## src/rtl/cross_neighbour_max_filter_unit_macros.svh

```systemverilog
// ----------------------------------------------------------------------------
// Assertion macros for the cross neighbour max filter
// Concurrent checks that can be compiled out by defining ASSERT_OFF.
// ----------------------------------------------------------------------------
`ifndef CROSS_NEIGHBOUR_MAX_FILTER_UNIT_MACROS_SVH
`define CROSS_NEIGHBOUR_MAX_FILTER_UNIT_MACROS_SVH
`ifndef ASSERT_OFF
`define CNMF_ASSERT(name, clk, rst_n, prop) \
  name: assert property (@(posedge clk) disable iff (!rst_n) prop) \
    else $error("assertion failed");
`define CNMF_ASSERT_NEVER(name, clk, rst_n, cond) \
  name: assert property (@(posedge clk) disable iff (!rst_n) !(cond)) \
    else $error("forbidden condition seen");
`else
`define CNMF_ASSERT(name, clk, rst_n, prop)
`define CNMF_ASSERT_NEVER(name, clk, rst_n, cond)
`endif
`endif

```

## src/rtl/cnmf_pkg.sv

```systemverilog
// ----------------------------------------------------------------------------
// Cross neighbour max filter package
// Field widths, register indexes and the types shared by the filter modules.
// ----------------------------------------------------------------------------
package cnmf_pkg;

  localparam int PIXEL_BITS     = 16;
  localparam int MAX_BITS       = PIXEL_BITS - 1;
  localparam int ROW_OUT_BITS   = 12;
  localparam int COL_OUT_BITS   = 10;
  localparam int ROWS_CFG_BITS  = 13;
  localparam int COLS_CFG_BITS  = 11;
  localparam int CFG_INDEX_BITS = 2;
  localparam int CFG_DATA_BITS  = 16;

  localparam logic [CFG_INDEX_BITS-1:0] REG_FRAME_ROWS = 2'd0;
  localparam logic [CFG_INDEX_BITS-1:0] REG_FRAME_COLS = 2'd1;

  localparam logic [ROWS_CFG_BITS-1:0] FRAME_ROWS_RESET = 13'd4;
  localparam logic [COLS_CFG_BITS-1:0] FRAME_COLS_RESET = 11'd5;

  typedef logic signed [PIXEL_BITS-1:0] pixel_t;

  typedef struct packed {
    logic sel;
    logic is_write;
    logic is_drain;
    logic emit;
    logic up_ok;
    logic down_ok;
    logic left_ok;
    logic right_ok;
    logic last;
  } cmd_flags_t;

  typedef struct packed {
    logic [ROW_OUT_BITS-1:0] row;
    logic [COL_OUT_BITS-1:0] col;
    logic [MAX_BITS-1:0]     nmax;
    logic                    last;
  } result_t;

endpackage

```

## src/rtl/cnmf_front.sv

```systemverilog
// ----------------------------------------------------------------------------
// Cross neighbour max filter front end
// Holds the frame size registers and position counters, drops words that do
// not apply, and turns each remaining word into a command for the back end.
// ----------------------------------------------------------------------------
`include "cross_neighbour_max_filter_unit_macros.svh"

module cnmf_front #(
  parameter int MAX_COLS = 1024,
  parameter int MAX_ROWS = 4096,
  parameter int CW       = $clog2(MAX_COLS)
) (
  input  logic                                 clk_i,
  input  logic                                 rst_ni,
  input  logic                                 cfg_valid_i,
  output logic                                 cfg_ready_o,
  input  logic [cnmf_pkg::CFG_INDEX_BITS-1:0]  cfg_index_i,
  input  logic [cnmf_pkg::CFG_DATA_BITS-1:0]   cfg_data_i,
  input  logic                                 accept_i,
  input  logic                                 mode_i,
  input  cnmf_pkg::pixel_t                     pixel_i,
  output logic                                 cmd_push_o,
  output cnmf_pkg::cmd_flags_t                 cmd_flags_o,
  output logic [cnmf_pkg::ROW_OUT_BITS-1:0]    cmd_row_o,
  output logic [CW-1:0]                        cmd_col_o,
  output cnmf_pkg::pixel_t                     cmd_pixel_o
);
  import cnmf_pkg::*;

  localparam int RW = $clog2(MAX_ROWS);

  logic [ROWS_CFG_BITS-1:0] frame_rows_q;
  logic [COLS_CFG_BITS-1:0] frame_cols_q;
  logic [RW-1:0]            row_q, row_d;
  logic [CW-1:0]            col_q, col_d;
  logic [CW-1:0]            dcol_q, dcol_d;
  logic                     sel_q, sel_d;
  logic                     drain_pending_q, drain_pending_d;
  logic [CW-1:0]            last_col;
  logic [RW-1:0]            last_row;
  logic [31:0]              row_ext;

  assign cfg_ready_o = 1'b1;

  always_comb begin
    if (frame_cols_q == '0) begin
      last_col = '0;
    end else if (32'(frame_cols_q) >= MAX_COLS) begin
      last_col = CW'(MAX_COLS - 1);
    end else begin
      last_col = CW'(frame_cols_q - 1'b1);
    end
    if (frame_rows_q == '0) begin
      last_row = '0;
    end else if (32'(frame_rows_q) >= MAX_ROWS) begin
      last_row = RW'(MAX_ROWS - 1);
    end else begin
      last_row = RW'(frame_rows_q - 1'b1);
    end
  end

  always_comb begin
    row_d           = row_q;
    col_d           = col_q;
    dcol_d          = dcol_q;
    sel_d           = sel_q;
    drain_pending_d = drain_pending_q;
    cmd_flags_o     = '0;
    cmd_pixel_o     = pixel_i;
    row_ext         = '0;
    if (mode_i) begin
      cmd_push_o           = accept_i && drain_pending_q;
      cmd_col_o            = dcol_q;
      row_ext              = 32'(last_row);
      cmd_flags_o.sel      = sel_q;
      cmd_flags_o.is_drain = 1'b1;
      cmd_flags_o.emit     = 1'b1;
      cmd_flags_o.up_ok    = (last_row != '0);
      cmd_flags_o.left_ok  = (dcol_q != '0);
      cmd_flags_o.right_ok = (dcol_q < last_col);
      cmd_flags_o.last     = (dcol_q >= last_col);
      if (cmd_push_o) begin
        if (dcol_q >= last_col) begin
          drain_pending_d = 1'b0;
          dcol_d          = '0;
        end else begin
          dcol_d = dcol_q + 1'b1;
        end
      end
    end else begin
      cmd_push_o           = accept_i && !drain_pending_q;
      cmd_col_o            = col_q;
      row_ext              = 32'(row_q) - 32'd1;
      cmd_flags_o.sel      = sel_q;
      cmd_flags_o.is_write = 1'b1;
      cmd_flags_o.emit     = (row_q != '0);
      cmd_flags_o.up_ok    = (row_q > RW'(1));
      cmd_flags_o.down_ok  = 1'b1;
      cmd_flags_o.left_ok  = (col_q != '0);
      cmd_flags_o.right_ok = (col_q < last_col);
      if (cmd_push_o) begin
        if (col_q >= last_col) begin
          col_d = '0;
          sel_d = !sel_q;
          if (row_q >= last_row) begin
            row_d           = '0;
            drain_pending_d = 1'b1;
            dcol_d          = '0;
          end else begin
            row_d = row_q + 1'b1;
          end
        end else begin
          col_d = col_q + 1'b1;
        end
      end
    end
    cmd_row_o = row_ext[ROW_OUT_BITS-1:0];
  end

  always_ff @(posedge clk_i or negedge rst_ni) begin
    if (!rst_ni) begin
      frame_rows_q    <= FRAME_ROWS_RESET;
      frame_cols_q    <= FRAME_COLS_RESET;
      row_q           <= '0;
      col_q           <= '0;
      dcol_q          <= '0;
      sel_q           <= 1'b0;
      drain_pending_q <= 1'b0;
    end else begin
      row_q           <= row_d;
      col_q           <= col_d;
      dcol_q          <= dcol_d;
      sel_q           <= sel_d;
      drain_pending_q <= drain_pending_d;
      if (cfg_valid_i && cfg_ready_o) begin
        unique case (cfg_index_i)
          REG_FRAME_ROWS: frame_rows_q <= cfg_data_i[ROWS_CFG_BITS-1:0];
          REG_FRAME_COLS: frame_cols_q <= cfg_data_i[COLS_CFG_BITS-1:0];
          default: ;
        endcase
      end
    end
  end

  `CNMF_ASSERT(a_drain_after_pixel, clk_i, rst_ni, $rose(drain_pending_q) |-> $past(cmd_push_o && cmd_flags_o.is_write))

endmodule

```

## config.mk

```make
export PLATFORM = sky130hd
export DESIGN_NAME = cnmf_front
export DESIGN_NICKNAME = d
export VERILOG_FILES = /design/src/rtl/cnmf_pkg.sv /design/src/rtl/cnmf_front.sv
export VERILOG_INCLUDE_DIRS = /design/src /design/src/rtl
export SDC_FILE = /design/constraint.sdc
export NUM_CORES = 1
export LEC_CHECK = 0
export BUFFER_PORTS_ARGS = -buffer_cell sky130_fd_sc_hd__buf_2
export CORE_MARGIN = 4
export CORE_UTILIZATION = 45
export DETAILED_ROUTE_END_ITERATION = 8
export GPL_TIMING_DRIVEN = 0
export PLACE_DENSITY = 0.69
export SLEW_MARGIN = 20
export SYNTH_ARGS = -nofsm -noshare
export SYNTH_HDL_FRONTEND = slang
export SYNTH_SLANG_ARGS = --single-unit
```

## constraint.sdc

```tcl
create_clock -name clk_i -period 3.7 [get_ports clk_i]
set_input_delay 0 -clock clk_i [delete_from_list [all_inputs] [get_ports clk_i]]
set_output_delay 0 -clock clk_i [all_outputs]
set_load 0.005 [all_outputs]
```

---- Word-level counts from Yosys, hierarchy flattened ----
Cells that the tools add are included.
storage, ports and cells
  bits of input ports ..................... 39
  output and inout port bits .............. 49
  bits in registers ....................... 58
operators by class
  bitwise operators ....................... 1
  muxes and demuxes ....................... 26
  order comparisons ....................... 8
  add/subtract/negate cells ............... 6
  reduce and logical (&&, ||, !) cells .... 20
  eq/ne operators ......................... 3
operators with widths
  kind                     number
  $mux W10                 10
  $mux W12                 4
  $reduce_bool A12 Y1      2
  $sub A12 B1 Y12 const B  2
  $add A10 B1 Y10 const B  2
  $ge A10 B10 Y1           2
  $lt A10 B10 Y1           2
  $reduce_bool A10 Y1      2
  $ge A13 B13 Y1 const B   1
  $logic_not A13 Y1        1
  $add A12 B1 Y12 const B  1
  $ge A12 B12 Y1           1
  $gt A12 B1 Y1 const B    1
  $ge A11 B11 Y1 const B   1
  $logic_not A11 Y1        1
  $mux W1                  10
  $sub A10 B1 Y10 const B  1
  $reduce_and A2 Y1        3
  $reduce_bool A2 Y1       3
  $reduce_and A5 Y1        1
  $mux W2                  2
  $ne A2 B1 Y1 const B     2
  $reduce_and A4 Y1        1
  $reduce_and A3 Y1        1
  5 further kinds          7

---- Logic depth before layout (Yosys ltp) ----
  depth after elaboration ................. 8
  gate-level depth with buffers ........... 14
  mapped depth without buffers ............ 12

---- Least setup slack after synthesis ----
Ideal clock, no wire load.
  path type ............................... reg2reg
  start ................................... register frame_cols_q[0]
  end ..................................... register row_q[11]
  data required time ...................... 3.614 ns
  arrival time ............................ 3.320 ns
  slack ................................... 0.294 ns
  cell stages (with the launch flop) ...... 15
  period minus slack after synthesis ...... 3.406 ns
  library setup time ...................... 0.086 ns
  cell sequence ........................... dfstp_2 -> inv_1 -> ha_1 -> nor2b_1 -> nand3_1 -> or4_1 -> clkbuf_1 -> o21ai_0 -> ha_1 -> and4_1 -> and4_1 -> a2111oi_4 -> clkbuf_1 -> a211oi_1 -> o22ai_1
on the way
  longest elaborated chain between the ends .. 5
  elaborated cells on any way between the ends .. 7
RTL lines
  element                                                   RTL line                            source
  start, declared                                           cnmf_front.sv:33                    logic [COLS_CFG_BITS-1:0] frame_cols_q;
  start signal, assigned                                    cnmf_front.sv:138                   REG_FRAME_COLS: frame_cols_q <= cfg_data_i[COLS_CFG_BITS-1:0];
  $sub A10 B1 Y10 / $ge A11 B11 Y1 (equally long branches)  cnmf_front.sv:51, cnmf_front.sv:48
  $mux W10                                                  cnmf_front.sv:48                    end else if (32'(frame_cols_q) >= MAX_COLS) begin
  $mux W10 *                                                cnmf_front.sv:46                    if (frame_cols_q == '0) begin
  $ge A10 B10 Y1 *                                          cnmf_front.sv:102                   if (col_q >= last_col) begin
  $reduce_and A3 Y1 (no line) *                             n/a
  end signal, assigned                                      cnmf_front.sv:130                   row_q <= row_d;
  end, declared                                             cnmf_front.sv:34                    logic [RW-1:0] row_q, row_d;
Every way passes the cells marked *; elsewhere a longest branch is shown, timed or not.
A chain may end at the register's enable or synchronous reset.

---- Final worst setup path ----
  start ................................... register frame_cols_q[0]
  end ..................................... register row_q[4]
The elaborated chain is that of the path after synthesis.

==> run_results.csv <==
group,metric,value,unit
sta,hold_viol,0,
hold_path,hp-class,"input pin to flip-flop",
sta,finalCritPeriodShare,95.8,%
cts,clock_latency,340,ps
cells_and_area,utilization,55.9,%
power_and_ir_drop,power_leakage,0.00257,uW
placement,hpwlAfterDp,9880,um
floorplan,start_util,46.4,%
drt,drtIter0Drc,157,
critical_path,cp-end-kind,"flip-flop",
sta,skew,7.86,ps
cells_and_area,num-fill-cells,921,
flow_run,max_cap_viol_count,0,
critical_path,critical-path-slowest-cell,"dfstp_2",
synth,yosys.area.top_type,"dfrtp_1",
synth,netlist_area,4810,um2
synth,yosysMostFrequentCell,"dfrtp_1",
floorplan,rows,37,
critical_path,cp.required,3910,ps
synth,synth_cell_types,63,
grt,grt_pass1_wl,21600,um
floorplan,core,10400,um2
synth,synth_ff_type,"dfrtp_1",
floorplan,dieHeight,111,um
drt,drc,0,
synth,synth_top_cell_area_share,28.6,%
synth,synth.area.mux_share,10.1,%
synth,synth_warnings,0,
cts,clk_pin_slew,70,ps
grt,grt-ovfl-total,0,
drt,dr.pass1.iters,5,
cts,cts_buffer_depth,2,
synth,synth_edf_count,0,
synth,synth_compound_area_share,17.2,%
cells_and_area,final_nets,714,
placement,io_buffers,67,
synth,syn_nets,621,
grt,grt_use_total,21.0,%
synth,synthAdderAreaFrac,10.9,%
synth,synth.avg_cell_area,8.91,um2
critical_path,path_cells,"inv_1, ha_1, nor2b_4, nand3_1, nor3b_1, a211oi_1, ha_1, and4_1, and4_1, a2111o_1, buf_2, nand3_2, o22ai_1",
synth,synth_top_family_by_area,"simple AND/OR/NAND/NOR gates",
cts,cts.sinks,58,
power_and_ir_drop,ir_worst_vdd,0.286,mV
critical_path,startpoint_type,"flip-flop",
sta,fmax,282,MHz
synth,synthXorXnorAreaFrac,4.19,%
grt,grt.met1_usage,27.6,%
drt,ant_nets,0,
status,outcome,"finished clean",
cts,cts_tree,"yes",
grt,grt_util_met3,2.66,%
sta,maxSlewHeadroom,42.1,%
critical_path,cp_max_fo,10,
cts,h-tree-depth,3,
floorplan,die_w,111,um
drt,routed_via_density,5.65,
drt,wire_per_inst,16.7,um
cts,cts_root_buffer,"clkbuf_8",
sta,setup_viol_count_final,0,
synth,ys_ff_latch,58,
grt,grt_util_met2,35.5,%
drt,wirelength,13000,um
sta,slew_violations,0,
synth,synthTopCellsByArea,"dfrtp_1 (29%), ha_1 (11%), mux2_2 (7.3%), buf_4 (3.4%), o21ai_0 (3.1%)",
grt,busiest_layer,"met2",
cells_and_area,drive_gt1_share,27.3,%
cells_and_area,area_growth,20.6,%
sta,period_minus_slack,3540,ps
cts,cts_buffers,9,
critical_path,slowest_delay,550,ps
floorplan,dieArea,12400,um2
synth,synth_common_cells,"dfrtp_1 (55), ha_1 (42), inv_1 (36), mux2_2 (31), o21ai_0 (30)",
cells_and_area,multi_input_area,3050,um2
sta,worstMarginPinSlew,867,ps
cells_and_area,antenna_cells,0,
drt,via_count,4375,
synth,postSynthCellCount,540,
synth,postSynth.asyncResetShare,100,%
power_and_ir_drop,pwr_density_cell,588,nW/um2
grt,grt_max_degree,59,
grt,grt_pass1_vias,4455,
cells_and_area,seq_area,1460,um2
synth,yosysSeqAreaShare,30.2,%
critical_path,arrival,3760,ps
floorplan,num_io_pins,88,
placement,gp_congestion,0.894,
synth,synthSimpleGateAreaFrac,19.2,%
critical_path,critPathKind,"flip-flop to flip-flop",
sta,whs,54.3,ps
grt,antenna_found_initial,0,
-- logic make-up after synthesis --
group	count (synthesis)
compound gates	123
fa+ha+maj	42
simple gates	167
xor+xnor	23
other cells	1
buf+inv	82
flops	58
mux	44
-- state kept, by name, summed over array words and instances, names as in the netlist --
register	cells
drain_pending_q	1
sel_q	1
frame_cols_q	11
frame_rows_q	13
row_q	12
dcol_q	10
col_q	10
-- stage by stage --
step | area (um2) | power, uW | worst slack, ps | cells | TNS, ps
global route | 5800 | 3680 | -4.12 | 774 | -5.53
detailed placement | 5320 | 2660 | -343 | 743 | -7270
floorplan | 4810 | 2130 | 294 | 540 | 0
finish | 5800 | 3410 | 156 | 774 | 0
global placement | 5320 | 2590 | -258 | 743 | -5170
CTS | 5750 | 3380 | -36.9 | 776 | -193
-- layer usage --
metal / wire length [um] / part of all wire (%) / up-vias
li1: - / - / 2144
met5: 0 / 0 / -
met1: 5750 / 44 / 2116
met4: 265 / 2.0 / 0
met3: 443 / 3.4 / 22
met2: 6500 / 50 / 93
-- report_power, final --
| part | switching [uW] | total (uW) | internal [uW] |
|---|---|---|---|
| sequential | 296 | 1120 | 822 |
| combinational | 903 | 1630 | 730 |
| clock | 262 | 658 | 396 |
| total | 1460 | 3410 | 1950 |
-- critical path: cells and delay by family (launching register included) --
kind	cells	cell delay, ps
AO/OA/AOI/OAI	3	1000
flip-flops	1	550
buffers and inverters	2	280
AND/OR/NAND/NOR	6	1030
adder cells (fa/ha/maj)	2	560
-- placed cells by master (no fill, tap or decap), types with 3 or more instances in the layout --
master and count:
or4_1 5, nor4_1 8, nor3_2 3, a211oi_1 14
nor3b_1 4, mux2_2 31, nor2b_1 5, clkbuf_8 10
and4_1 3, dlygate4sd3_1 14, a211oi_2 3, o21bai_1 3
nor3_1 14, buf_4 25, o21a_1 3, buf_2 70
and3_1 5, or3_1 6, o22ai_1 12, ha_1 42
xnor2_1 14, inv_1 36, a22o_1 3, nand3_1 20
nand4_1 15, dfrtp_1 54, a21oi_1 26, nor2_1 28
dfstp_2 3, xor2_1 9, nand2_1 28, a211o_1 3
o21ai_1 4, buf_1 4, o21ai_0 25, mux2i_1 12
nand2b_1 5, o31ai_1 4, clkbuf_1 14
-- layout make-up --
cell class,instances,share of cell area [%]
Multi-Input combinational cell,400,52.5
Sequential cell,58,25.1
Timing Repair Buffer,84,8.91
Buffer,44,4.42
Tap cell,136,2.93
Clock buffer,11,2.44
Inverter,36,2.33
Clock inverter,5,1.34
-- final timing paths --
path                                 start               to  slack (ps)  cells past startpoint
hold reg to reg                      sel_q            sel_q         480                      1
hold / removal                 cfg_valid_i  frame_cols_q[0]          50                      3
setup reg to reg           frame_cols_q[0]         row_q[4]         160                     13
setup / recovery           frame_cols_q[0]         row_q[4]         160                     13
max in group asynchronous           rst_ni  frame_rows_q[5]        2880                      2
min in group asynchronous           rst_ni         row_q[8]         260                      2
-- timing repair --
| item | 4_1_cts | 5_1_grt |
|---|---|---|
| hold buffers | 14 | 0 |
| gates resized for setup | 10 | 22 |
| endpoints found under the hold margin | 79 | 0 |
| buffers inserted | 3 | 0 |
| pin swaps | 3 | 2 |
| endpoints found under the setup margin | 35 | 31 |
Power figures use the tool's default switching activity.
