==> src/rtl/cross_neighbour_max_filter_unit_macros.svh <==
// ----------------------------------------------------------------------------
// Assertion macros for the cross neighbour max filter
// Concurrent checks that can be compiled out by defining ASSERT_OFF.
// ----------------------------------------------------------------------------
`ifndef CROSS_NEIGHBOUR_MAX_FILTER_UNIT_MACROS_SVH
`define CROSS_NEIGHBOUR_MAX_FILTER_UNIT_MACROS_SVH
`ifndef ASSERT_OFF
`define CNMF_ASSERT(name, clk, rst_n, prop) \
  name: assert property (@(posedge clk) disable iff (!rst_n) prop) \
    else $error("assertion failed");
`define CNMF_ASSERT_NEVER(name, clk, rst_n, cond) \
  name: assert property (@(posedge clk) disable iff (!rst_n) !(cond)) \
    else $error("forbidden condition seen");
`else
`define CNMF_ASSERT(name, clk, rst_n, prop)
`define CNMF_ASSERT_NEVER(name, clk, rst_n, cond)
`endif
`endif

==> src/rtl/cnmf_queue.sv <==
// ----------------------------------------------------------------------------
// Cross neighbour max filter queue
// Small first-in first-out buffer of flip-flops with a fill count.
// ----------------------------------------------------------------------------
module cnmf_queue #(
  parameter int WIDTH = 8,
  parameter int DEPTH = 4
) (
  input  logic                       clk_i,
  input  logic                       rst_ni,
  input  logic                       push_i,
  input  logic [WIDTH-1:0]           data_i,
  input  logic                       pop_i,
  output logic [WIDTH-1:0]           data_o,
  output logic                       full_o,
  output logic                       empty_o,
  output logic [$clog2(DEPTH):0]     count_o
);
  localparam int AW = $clog2(DEPTH);

  logic [WIDTH-1:0] entry_q [DEPTH];
  logic [AW-1:0]    wptr_q, rptr_q;
  logic [AW:0]      cnt_q;
  logic             do_push, do_pop;

  assign full_o  = (cnt_q == (AW+1)'(DEPTH));
  assign empty_o = (cnt_q == '0);
  assign count_o = cnt_q;
  assign data_o  = entry_q[rptr_q];
  assign do_push = push_i && !full_o;
  assign do_pop  = pop_i && !empty_o;

  always_ff @(posedge clk_i or negedge rst_ni) begin
    if (!rst_ni) begin
      wptr_q <= '0;
      rptr_q <= '0;
      cnt_q  <= '0;
    end else begin
      if (do_push) begin
        wptr_q <= (wptr_q == AW'(DEPTH - 1)) ? '0 : wptr_q + 1'b1;
      end
      if (do_pop) begin
        rptr_q <= (rptr_q == AW'(DEPTH - 1)) ? '0 : rptr_q + 1'b1;
      end
      if (do_push && !do_pop) begin
        cnt_q <= cnt_q + 1'b1;
      end else if (do_pop && !do_push) begin
        cnt_q <= cnt_q - 1'b1;
      end
    end
  end

  always_ff @(posedge clk_i) begin
    if (do_push) begin
      entry_q[wptr_q] <= data_i;
    end
  end

endmodule

==> config.mk <==
export PLATFORM = sky130hd
export DESIGN_NAME = cnmf_queue
export DESIGN_NICKNAME = d
export VERILOG_FILES = /design/src/rtl/cross_neighbour_max_filter_unit_macros.svh /design/src/rtl/cnmf_queue.sv
export SDC_FILE = /design/constraint.sdc
export NUM_CORES = 1
export LEC_CHECK = 0
export BUFFER_PORTS_ARGS = -buffer_cell sky130_fd_sc_hd__buf_2
export CAP_MARGIN = 10
export CORE_MARGIN = 8
export CORE_UTILIZATION = 55
export CTS_CLUSTER_DIAMETER = 50
export CTS_CLUSTER_SIZE = 28
export DETAILED_ROUTE_END_ITERATION = 7
export PLACE_DENSITY = 0.89
export SLEW_MARGIN = 20
export SYNTH_ARGS = -nofsm -noshare
export SYNTH_HDL_FRONTEND = slang
export SYNTH_SLANG_ARGS = --single-unit
==> constraint.sdc <==
create_clock -name clk_i -period 2.4 [get_ports clk_i]
set_input_delay 0.36 -clock clk_i [delete_from_list [all_inputs] [get_ports clk_i]]
set_output_delay 0.36 -clock clk_i [all_outputs]
set_load 0.005 [all_outputs]
Word level (Yosys, flattened, before mapping):

Memory sizes are Yosys's and may differ from the RTL's.
Cells that the tools add are included.

* register bits after elaboration: 7
* latch bits: 0
* memory bits (writable): 32
* memory bits (read-only): 0
* input port bits: 12
* output and inout port bits: 13
* logic and storage cells: 27
* memories: 1

Memory list
* entry_q: depth 4, bits a word 8, rd ports 1, clocked after Yosys merged registers in 0, write ports 1, line cnmf_queue.sv:21 `logic [WIDTH-1:0] entry_q [DEPTH];`

* add/subtract/negate cells: 4
* multiply operators: 0
* divide/modulo/power cells: 0
* magnitude comparators: 0
* eq/ne operators: 3
* shift-type cells: 0
* muxes and demuxes: 6
* bitwise logic cells: 0
* reductions and logical operators: 10

Operators with widths (number)
* $mux 3: 2
* $add 2x1->2 const B: 2
* $eq 2x2->1 const B: 2
* $logic_and 1x1->1: 4
* $logic_not 1->1: 4
* $mux 2: 2
* $add 3x1->3 const B: 1
* $eq 3x3->1 const B: 1
* $logic_not 3->1: 1
* $sub 3x1->3 const B: 1
* $mux 1: 2
* $reduce_bool 2->1: 1

Logic depth before layout (Yosys ltp):

Gate-level depths: netlist of run 1.

* depth in word-level cells: 7
* mapped depth: 8
* mapped depth without buffers: 8

Worst setup path after synthesis of run 1:

OpenSTA, ideal clock, no wires.

* path type: reg2reg
* start: register cnt_q[0], in the netlist count_o[0]
* end: register cnt_q[2], in the netlist count_o[2]
* setup time: 79 ps
* arrival: 1900 ps
* required time: 2321 ps
* setup slack: 421 ps
* cell stages (with the launch flop): 9
* path buffers: 0
* clock period less this slack: 1979 ps
* path through: dfrtp_1 nor3_1 nand2b_4 ha_1 inv_1 fa_1 xor2_1 nor2_1 xor2_1

* word-level cells in the longest chain between the ends: 6
* elaborated cells on any way between the ends: 15
* those cells by class: 2 x add/sub; 1 x eq/ne; 2 x mux; 10 x reduce/logical

RTL lines
* start: declaration: line cnmf_queue.sv:23 `logic [AW:0] cnt_q;`
* start signal: assignment: line cnmf_queue.sv:46 `cnt_q <= cnt_q + 1'b1;`
* start signal: assignment: line cnmf_queue.sv:48 `cnt_q <= cnt_q - 1'b1;`
* $logic_not 3->1 (*): line cnmf_queue.sv:27 `assign empty_o = (cnt_q == '0);`
* named net empty_o: line cnmf_queue.sv:16 `output logic empty_o,`
* $logic_not 1->1 (*): line cnmf_queue.sv:31 `assign do_pop = pop_i && !empty_o;`
* $logic_and 1x1->1 (*): line cnmf_queue.sv:31
* $logic_not 1->1: line cnmf_queue.sv:45 `if (do_push && !do_pop) begin`
* $logic_and 1x1->1: line cnmf_queue.sv:45
* $mux 3 / $reduce_bool 2->1 (equally long branches)

Mark *: on every way through the listed nets, which the timed path passes. The rest lies on a longest branch. The select of a mux whose other input is x is not followed.
A chain may end at the register's enable or synchronous reset.

Worst setup path in the final report of run 1:

* start: register rptr_q[0]
* end: output port data_o[4]

* word-level cells in the longest chain between the ends: 1

RTL lines
* start: declaration: line cnmf_queue.sv:22 `logic [AW-1:0] wptr_q, rptr_q;`
* start signal: assignment: line cnmf_queue.sv:43 `rptr_q <= (rptr_q == AW'(DEPTH - 1)) ? '0 : rptr_q + 1'b1;`
* $mem_v2 4x8
* end: declaration: line cnmf_queue.sv:14 `output logic [WIDTH-1:0] data_o,`

No other way between the ends.

==> flow_summary.yaml, run 1 <==
critical_path:
  cp-end-kind: "output port"
  cp_max_fo: 11
  critPathRequiredTime_ns: 2.04
  reg2reg_setup_slack_ns: 0.40
  critPathArrivalTime_ns: 1.80
  startpoint_type: "register"
  crit_type: "reg2out"
drt:
  drt_iter0_markers: 23
  dr.pass1.iters: 4
  via_count: 781
  drc_errors: 0
  wl_um: 2570
  antenna_left: 0
  via_per_inst: 5.50
  wl_per_cell_um: 18.1
place:
  io_buffers: 24
  post-place-ws_ns: 0.380
  dpl-instance-area_sq_um: 1780
  gp_congestion: 0.740
  dp_hpwl_um: 1820
die:
  die-area_sq_um: 4930
  die_width_um: 70.2
  pin_count: 25
  std_cell_rows: 19
  core_sq_um: 2780
  start_util_pct: 58.2
  die_h_um: 70.2
timing:
  setup_viol: 0
  rsz0062_at_grt: "no"
  worst_slew_pin_slew_ns: 0.605
  skew_ns: 0.0114
  max_freq_ghz: 0.463
  layout_min_cycle_time_ns: 2.16
  setup-tns-final_ns: 0
  slew_headroom_pct: 59.6
  hold_viol: 0
  maxSlewViolCount: 0
  finalWorstSetupSlack_ns: 0.240
  fin_crit_sh_pct: 90.0
job:
  cap_violations: 0
clock_network:
  tritoncts: "done"
  cts_buffer_depth: 2
  clockRootBuffer: "clkbuf_4"
  htree_levels: 2
  clkLatencyLatePin_ns: 0.34
  path_clk_slew_ns: 0.11
  cts_buffers: 5
  clkSinkCount: 39
  cts_resized: 0
logic_synthesis:
  synth_cells: 79
  yosys_register_bits: 39
  synth.distinct_cells: 19
  syn_nets: 98
  syn_avg_cell_area_sq_um: 20.5
  yosysSeqAreaShare_pct: 70.2
  netlist_area_sq_um: 1620
  synth_warnings: 0
final_layout:
  drive_above_1_share_pct: 42.3
  nets: 129
  final_area_sq_um: 1860
  nFillCells: 188
  diodes: 0
  area_growth_pct: 15.0
global_route:
  grt_antenna_before_repair: 0
  grt_use_met1_pct: 13.4
  track_usage_pct: 11.4
  grt-busiest-layer: "met2"
  grtUsageMet2_pct: 17.6
  grt_overflow: 0
  grt_pass1_vias: 817
  grt.met3_usage_pct: 5.23
  grt_pass1_wl_um: 4280
  grt_max_degree: 13
worst_hold_path:
  min_path_type: "in2reg"
pwr:
  powerDensity_nw_per_um2: 1190
  max-vdd-ir-drop_mv: 1.14
  leakage_nw: 0.726
run_status:
  outcome: "completed"
[metal layers]
metal | vias to the layer above | part of all wire (%)
met3 | 7 | 5.6
met4 | 0 | 1.8
met1 | 396 | 44
met2 | 16 | 49
li1 | 362 | -
met5 | - | 0
[cells in the mapped netlist, drive strengths merged]
master	count	area [sq um]
nor2	4	15.0
nor2b	1	13.8
xnor2	1	8.76
edfxtp	32	961
dfrtp	7	175
nor3	1	5.00
clkbuf	1	3.75
and2	3	18.8
nor3b	1	18.8
nand2b	1	13.8
fa	1	20.0
mux2	5	71.3
nand2	1	3.75
buf	1	5.00
xor2	2	17.5
inv	3	11.3
ha	6	75.1
mux4	8	180
[per-stage QoR]
step	utilization [%]	instances	hold slack, ns	total power, mW
after floorplan	-	79	0.0644	1.57
after global placement	63.8	133	0.199	1.79
after detailed placement	63.8	133	0.205	1.83
after CTS	66.9	142	0.211	2.25
after global routing	66.9	142	0.218	2.36
final	66.9	142	0.231	2.21
[path summary, 6_finish.rpt]
path | from | to | cells after the start
hold / removal | data_i[1] | entry_q[0][1] | 1
max in group asynchronous | rst_ni | count_o[1] | 2
setup reg to reg | count_o[0] | count_o[2] | 8
hold reg to reg | count_o[2] | count_o[2] | 1
setup / recovery | rptr_q[0] | data_o[4] | 2
min in group asynchronous | rst_ni | rptr_q[1] | 2
[critical path: stages (launching register included)]
cell and delay (ns):
dfrtp_1 0.74, mux4_2 0.59, buf_2 0.14
[power breakdown]
part	switching, mW	leakage (nW)	total (mW)	internal (mW)
Clock	0.198	0.0395	0.419	0.221
Combinational	0.281	0.311	0.708	0.428
Sequential	0.168	0.375	1.08	0.915
Total	0.646	0.726	2.21	1.56
[sequential cells by signal (all words and copies together), names as in the netlist]
| signal | flops |
|---|---|
| entry_q | 32 |
| count_o | 3 |
| rptr_q | 2 |
| wptr_q | 2 |
[cell usage in the layout, fill, tap and decap left out, types with 2 or more instances in the layout]
cell type	count
xor2_1	2
dfrtp_1	7
inv_1	3
and2_1	3
mux4_2	8
buf_2	24
nor2_1	4
clkbuf_4	5
clkbuf_1	2
mux2_4	4
ha_1	6
edfxtp_1	32
[kinds of logic (layout without fill, tap and decap cells)]
logic type | Yosys count | in the layout | synth area share (%)
xor gates and xnor gates | 3 | 3 | 1.62
adders and majority gates | 7 | 7 | 5.88
buffers and inverters | 5 | 37 | 1.24
DFF | 39 | 39 | 70.2
muxes | 13 | 13 | 15.5
and+or+nand+nor | 12 | 12 | 5.49
[what timing repair did]
item | in CTS | in global routing
hold buffers | 1 | 0
endpoints found under the hold margin | 7 | 0
buffers inserted | 0 | 0
[layout make-up]
cell class | instances | area (sq um) | area share [%]
Sequential cell | 39 | 1140 | 61.1
Multi-Input combinational cell | 35 | 462 | 24.8
Clock buffer | 7 | 45.0 | 2.42
Clock inverter | 1 | 30.0 | 1.61
Inverter | 3 | 11.3 | 0.605
Timing Repair Buffer | 26 | 138 | 7.40
Tap cell | 31 | 38.8 | 2.08
Note: power is estimated with default switching activity, not from simulation.
==> run 2, diff against run 1 <==
--- a/config.mk
+++ b/config.mk
@@ -5,10 +5,11 @@
 export SDC_FILE = /design/constraint.sdc
 export NUM_CORES = 1
 export LEC_CHECK = 0
+export ABC_AREA = 1
 export BUFFER_PORTS_ARGS = -buffer_cell sky130_fd_sc_hd__buf_2
 export CAP_MARGIN = 10
 export CORE_MARGIN = 8
-export CORE_UTILIZATION = 55
+export CORE_UTILIZATION = 56
 export CTS_CLUSTER_DIAMETER = 50
 export CTS_CLUSTER_SIZE = 28
 export DETAILED_ROUTE_END_ITERATION = 7
==> run 2 against run 1 <==
  * Sequential share of layout area shrank 3.6 points
  * Critical path type unchanged
  * Sequential power shrank 6%
  * Total power grew 0.17%
  * Die area grew 5.2%
  * Register-to-register slack gained 0.14 ns
  * Synthesized cell count grew 95%
  * Routed wire length grew 27%
  * Global-route usage grew 1.8 points
  * Non-clock buffer count grew 4
  * Critical endpoint is now data_o[1]
  * Clock power shrank 25%
  * Highest routed layer unchanged
  * Combinational power grew 25%
  * Critical path depth grew 2
  * Largest power group unchanged
==> flow_summary.yaml, run 2 <==
run_status:
  outcome: "completed"
final_layout:
  drive_above_1_share_pct: 21.4
  nets: 205
  layout_common_cells: "nand2_1 (38), edfxtp_1 (32), inv_1 (31)"
  final_common_cell: "nand2_1"
  diodes: 0
  area_growth_pct: 12.4
  top_register: "entry_q"
  largest_reg_flops: 32
clock_network:
  cts_resized: 0
  cts_buffer_depth: 2
  clockRootBuffer: "clkbuf_4"
  cts_buffers: 5
  clkSinkCount: 39
  tritoncts: "done"
  htree_levels: 2
  clkLatencyLatePin_ns: 0.34
  path_clk_slew_ns: 0.12
logic_synthesis:
  synth_top_family_by_area: "simple AND/OR/NAND/NOR gates"
  synth.most_common_cell: "nand2_1"
  synth_cells: 154
  synth.area.top_cells: "edfxtp_1 (55%), dfrtp_1 (10%), nand2_1 (8.1%), inv_1 (6.6%), o211ai_1 (6.4%)"
  synth.distinct_cells: 16
  synth_commonest_cells: "nand2_1 (38), edfxtp_1 (32), inv_1 (31), o211ai_1 (15)"
  synth_xor_area_share_pct: 0.498
  synth_adder_area_share_pct: 5.41
  async_reset_ff_share_pct: 17.9
  yosysSeqAreaShare_pct: 64.6
  synth_warnings: 0
  netlist_area_sq_um: 1760
  synth.largest_area_cell: "edfxtp_1"
  yosys_register_bits: 39
  syn_nets: 173
  synthSimpleGateAreaFrac_pct: 12.1
  syn_avg_cell_area_sq_um: 11.4
  synth_top_area_share_pct: 54.6
  synth.area.mux_share_pct: 0
  synth_edf_count: 32
  ys.flop_type: "edfxtp_1"
  synth-compound-area-share_pct: 7.40
pwr:
  switching_share_pct: 37.9
  leakage_nw: 0.908
  p_switching_mw: 0.840
  p_clk_share_pct: 14.2
  max-vdd-ir-drop_mv: 0.547
  powerDensity_nw_per_um2: 1120
  sequentialPowerShare_pct: 45.7
  p_comb_share_pct: 40.1
  intPower_mw: 1.37
timing:
  setup_viol: 0
  skew_ns: 0.0124
  hold_viol: 0
  layout_min_cycle_time_ns: 1.96
  fin_crit_sh_pct: 81.9
  whs_ns: 0.232
  max_freq_ghz: 0.509
  slew_headroom_pct: 73.1
  worst_slew_pin_slew_ns: 0.404
  maxSlewViolCount: 0
  rsz0062_at_grt: "no"
  setup-tns-final_ns: 0
drt:
  drt_iter0_markers: 90
  wl_per_cell_um: 14.2
  via_per_inst: 4.96
  antenna_left: 0
  wl_um: 3270
  via_count: 1145
  drc_errors: 0
  dr.pass1.iters: 4
global_route:
  grt_max_degree: 36
  grt_overflow: 0
  grt_pass1_wl_um: 5090
  grt_antenna_before_repair: 0
  grt_pass1_vias: 1152
  track_usage_pct: 13.2
critical_path:
  crit_type: "reg2out"
  cpPeakStageDelay_ns: 0.60
  critPathRequiredTime_ns: 2.04
  cp_max_fo: 11
  crit_chain: "inv_1 > o211ai_1 > nand2_1 > buf_2"
  critPathArrivalTime_ns: 1.60
  reg2reg_setup_slack_ns: 0.54
  cp-end-kind: "output port"
  startpoint_type: "register"
  rr_worst_depth: 9
  critPathSlowestCell: "dfrtp_1"
die:
  die_width_um: 72.1
  core_sq_um: 3030
  start_util_pct: 58.1
  pin_count: 25
  die-area_sq_um: 5190
  std_cell_rows: 20
  die_h_um: 72.1
worst_hold_path:
  whs_path_depth: 1
  min_path_type: "in2reg"
job:
  cap_violations: 0
place:
  gp_congestion: 0.874
  dp_hpwl_um: 2430
  io_buffers: 24
-- run 2: cell type report --
class | count | area (sq um)
flip-flops and latches | 39 | 1140
fillers | 218 | 1050
repair buffers | 30 | 168
well taps | 44 | 55.1
inverters | 32 | 120
multi-input cells | 78 | 447
clock inverters | 3 | 15.0
clock buffers | 5 | 37.5
-- run 2: per-stage QoR --
step / std cells / setup slack (ns) / util (%) / total power, mW / area, sq um
2_1_floorplan: 154 / 0.677 / - / 1.65 / 1760
3_3_place_gp: 222 / 0.638 / 63.3 / 1.85 / 1920
3_5_place_dp: 222 / 0.560 / 63.3 / 1.94 / 1920
4_1_cts: 231 / 0.392 / 65.3 / 2.25 / 1980
5_1_grt: 231 / 0.297 / 65.3 / 2.38 / 1980
6_report: 231 / 0.435 / 65.3 / 2.21 / 1980
-- run 2: cells by family (layout without fill, tap and decap cells) --
| kind of cell | Yosys count | in the layout |
|---|---|---|
| compound gates | 17 | 17 |
| xor+xnor | 1 | 1 |
| fa+ha+maj | 7 | 7 |
| buf+inv | 37 | 70 |
| flops | 39 | 39 |
| simple gates | 53 | 53 |
-- run 2: final timing paths --
path	startpoint	to
max	rptr_q[1]	data_o[1]
min	data_i[7]	entry_q[3][7]
max reg2reg	count_o[1]	count_o[1]
min reg2reg	wptr_q[1]	wptr_q[1]
min in group asynchronous	rst_ni	count_o[0]
max in group asynchronous	rst_ni	rptr_q[1]
-- run 2: per-layer routing --
| layer | share of wire, % | global-route usage (%) | wire length (um) | vias up |
|---|---|---|---|---|
| met3 | 6.3 | 4.82 | 206 | 2 |
| met5 | 0 | 0 | 0 | - |
| li1 | - | - | - | 571 |
| met2 | 55 | 25.1 | 1800 | 28 |
| met4 | 0.67 | 5.44 | 22 | 0 |
| met1 | 38 | 12.2 | 1240 | 544 |
-- run 2: repair_timing --
action,CTS,global route
endpoints found under the hold margin,7,0
buffers inserted,0,0
hold buffers,1,0
-- run 2: critical path, delay by kind of cell, from the launching register on --
kind,cells,cell delay [ns]
compound gates,1,0.18
flops,1,0.60
buf+inv,2,0.40
simple gates,1,0.10
-- run 2: power by group through the flow --
| stage | clock network (mW) | registers [mW] | logic (mW) |
|---|---|---|---|
| after global routing | 0.354 | 1.03 | 1.00 |
| after global placement | 0 | 1.02 | 0.830 |
| final | 0.314 | 1.01 | 0.888 |
| after CTS | 0.320 | 1.01 | 0.911 |
| after floorplan | 0 | 0.997 | 0.649 |
| after detailed placement | 0 | 1.03 | 0.905 |
==> run 3, diff against run 2 <==
--- a/config.mk
+++ b/config.mk
@@ -5,15 +5,15 @@
 export SDC_FILE = /design/constraint.sdc
 export NUM_CORES = 1
 export LEC_CHECK = 0
-export ABC_AREA = 1
+export ABC_AREA = 0
 export BUFFER_PORTS_ARGS = -buffer_cell sky130_fd_sc_hd__buf_2
 export CAP_MARGIN = 10
 export CORE_MARGIN = 8
-export CORE_UTILIZATION = 56
+export CORE_UTILIZATION = 49
 export CTS_CLUSTER_DIAMETER = 50
 export CTS_CLUSTER_SIZE = 28
 export DETAILED_ROUTE_END_ITERATION = 7
-export PLACE_DENSITY = 0.89
+export PLACE_DENSITY = 0.84
 export SLEW_MARGIN = 20
 export SYNTH_ARGS = -nofsm -noshare
 export SYNTH_HDL_FRONTEND = slang
==> constraint.sdc (replaced) <==
create_clock -name clk_i -period 1.8 [get_ports clk_i]
set_input_delay 0.27 -clock clk_i [delete_from_list [all_inputs] [get_ports clk_i]]
set_output_delay 0.27 -clock clk_i [all_outputs]
set_load 0.005 [all_outputs]
==> run 3 against run 2 <==
  * The run now ends with setup timing left
  * Routed wire length down 14%
  * Via count down 26%
  * Total power up 54%
  * Critical path depth up 2
  * Core utilization down 2.5 points
  * Highest routed layer unchanged
  * Clock-buffer cell count up 1
  * Cell count down 26%
  * Critical endpoint is now count_o[1]
  * Largest cell class unchanged
  * Sequential cell count unchanged
  * Sequential share of layout area down 1.9 points
  * Critical path type is now reg2reg
  * Global-route usage down 1.5 points
  * Cell area up 3.5%
  * Sequential power up 39%
==> flow_summary.yaml, run 3 (synthesized netlist as in run 1, its figures left out) <==
drt:
  via_count: 848
  antenna_left: 0
  wl_per_cell_um: 16.6
  drt_iter0_markers: 54
  dr.pass1.iters: 4
  via_per_inst: 4.99
  wl_um: 2820
  drc_errors: 0
timing:
  setup-tns-final_ns: -0.120
  rsz0062_at_grt: "yes"
  maxSlewViolCount: 0
  max_freq_ghz: 0.545
  fin_crit_sh_pct: 102
  skew_ns: 0.0104
  layout_min_cycle_time_ns: 1.84
  slew_headroom_pct: 70.3
  worst_slew_pin_slew_ns: 0.446
  hold_viol: 0
  setup_viol: 8
  finalWorstSetupSlack_ns: -0.0357
die:
  die_h_um: 73.5
  start_util_pct: 49.7
  die_width_um: 73.5
  core_sq_um: 3260
  std_cell_rows: 21
  pin_count: 25
  die-area_sq_um: 5400
pwr:
  max-vdd-ir-drop_mv: 0.775
  intPower_mw: 2.43
  switching_share_pct: 28.5
  sequentialPowerShare_pct: 41.3
  p_switching_mw: 0.969
  leakage_nw: 0.811
  p_clk_share_pct: 20.8
  p_comb_share_pct: 38.0
  powerDensity_nw_per_um2: 1660
global_route:
  grt_antenna_before_repair: 0
  grt_max_degree: 13
  grt_pass1_wl_um: 4520
  grt_overflow: 0
  track_usage_pct: 11.7
  grt_pass1_vias: 943
final_layout:
  top_register: "entry_q"
  nFillCells: 265
  stdcell_count: 170
  drive_above_1_share_pct: 53.2
  area_growth_pct: 26.5
  layout_common_cells: "edfxtp_1 (32), buf_2 (24), buf_4 (12)"
  final_common_cell: "edfxtp_1"
  largest_reg_flops: 32
  diodes: 0
  final_area_sq_um: 2050
  fin_util_pct: 62.8
  nets: 142
critical_path:
  cp-end-kind: "register"
  crit_type: "reg2reg"
  critPathSlowestCell: "dfrtp_1"
  cpPeakStageDelay_ns: 0.46
  cp_max_fo: 4
  critPathRequiredTime_ns: 2.03
  crit_chain: "nor3b_4 > nor2b_4 > ha_4 > inv_2 > fa_2 > mux2_2"
  startpoint_type: "register"
  critPathArrivalTime_ns: 2.06
run_status:
  outcome: "finished, violations left"
  violations: "setup timing"
clock_network:
  clkLatencyLatePin_ns: 0.34
  clkSinkCount: 39
  tritoncts: "done"
  path_clk_slew_ns: 0.11
  htree_levels: 2
  cts_buffer_depth: 2
  cts_buffers: 5
  clockRootBuffer: "clkbuf_4"
place:
  io_buffers: 24
  dp_hpwl_um: 1960
  dp.cells: 156
  gp_congestion: 0.702
  dpl-instance-area_sq_um: 1890
worst_hold_path:
  min_path_type: "in2reg"
job:
  cap_violations: 0
-- run 3: power by group through the flow --
stage | clock network [mW] | registers (mW) | logic [mW]
after floorplan | 0 | 1.36 | 0.761
after global placement | 0 | 1.40 | 1.15
after detailed placement | 0 | 1.43 | 1.21
after CTS | 0.724 | 1.39 | 1.31
after global routing | 0.751 | 1.43 | 1.42
final | 0.707 | 1.40 | 1.29
-- run 3: layout make-up --
class / count / area (sq um) / share of cell area, %
flip-flops and latches: 39 / 1140 / 55.6
clock buffers: 6 / 41.3 / 2.02
well taps: 46 / 57.6 / 2.81
clock inverters: 2 / 60.1 / 2.93
repair buffers: 39 / 251 / 12.3
inverters: 3 / 11.3 / 0.550
multi-input cells: 35 / 488 / 23.8
-- run 3: repair_timing --
item,CTS,global route
resized for setup,0,2
setup endpoints to repair,10,10
hold buffers,1,0
setup buffers,5,0
pin swaps,3,0
endpoints found under the hold margin,7,0
-- run 3: worst paths after layout --
path,start,to,slack [ns],cells after the start
min in group asynchronous,rst_ni,rptr_q[1],0.29,2
setup / recovery,count_o[2],count_o[1],-0.04,6
max in group asynchronous,rst_ni,count_o[0],1.32,2
setup reg to reg,count_o[2],count_o[1],-0.04,6
hold / removal,data_i[4],entry_q[1][4],0.14,1
hold reg to reg,wptr_q[1],wptr_q[1],0.61,1
-- run 3: critical path, delay by kind of cell, from the launching register on --
kind / cells / cell delay [ns]
adders and majority gates: 2 / 0.58
buffers and inverters: 1 / 0.05
DFF: 1 / 0.46
muxes: 1 / 0.28
and+or+nand+nor: 2 / 0.37
-- run 3: through the flow --
stage                     setup slack [ns]  hold slack [ns]  power [mW]
after floorplan                    -0.0241          -0.0256        2.12
after global placement             0.00514            0.111        2.55
after detailed placement           -0.0585            0.117        2.64
after CTS                          -0.0364            0.127        3.43
after global routing               -0.0935            0.118        3.61
final                              -0.0357            0.140        3.40
-- run 3: metal layers --
metal  part of all wire (%)  track usage, %  up-vias  wire length (um)
met5                      0               0        -                 0
met4                    1.4            5.32        0                40
met3                    6.4            4.77        6               180
met1                     41            12.3      424              1160
met2                     51            20.0       26              1440
li1                       -               -      392                 -
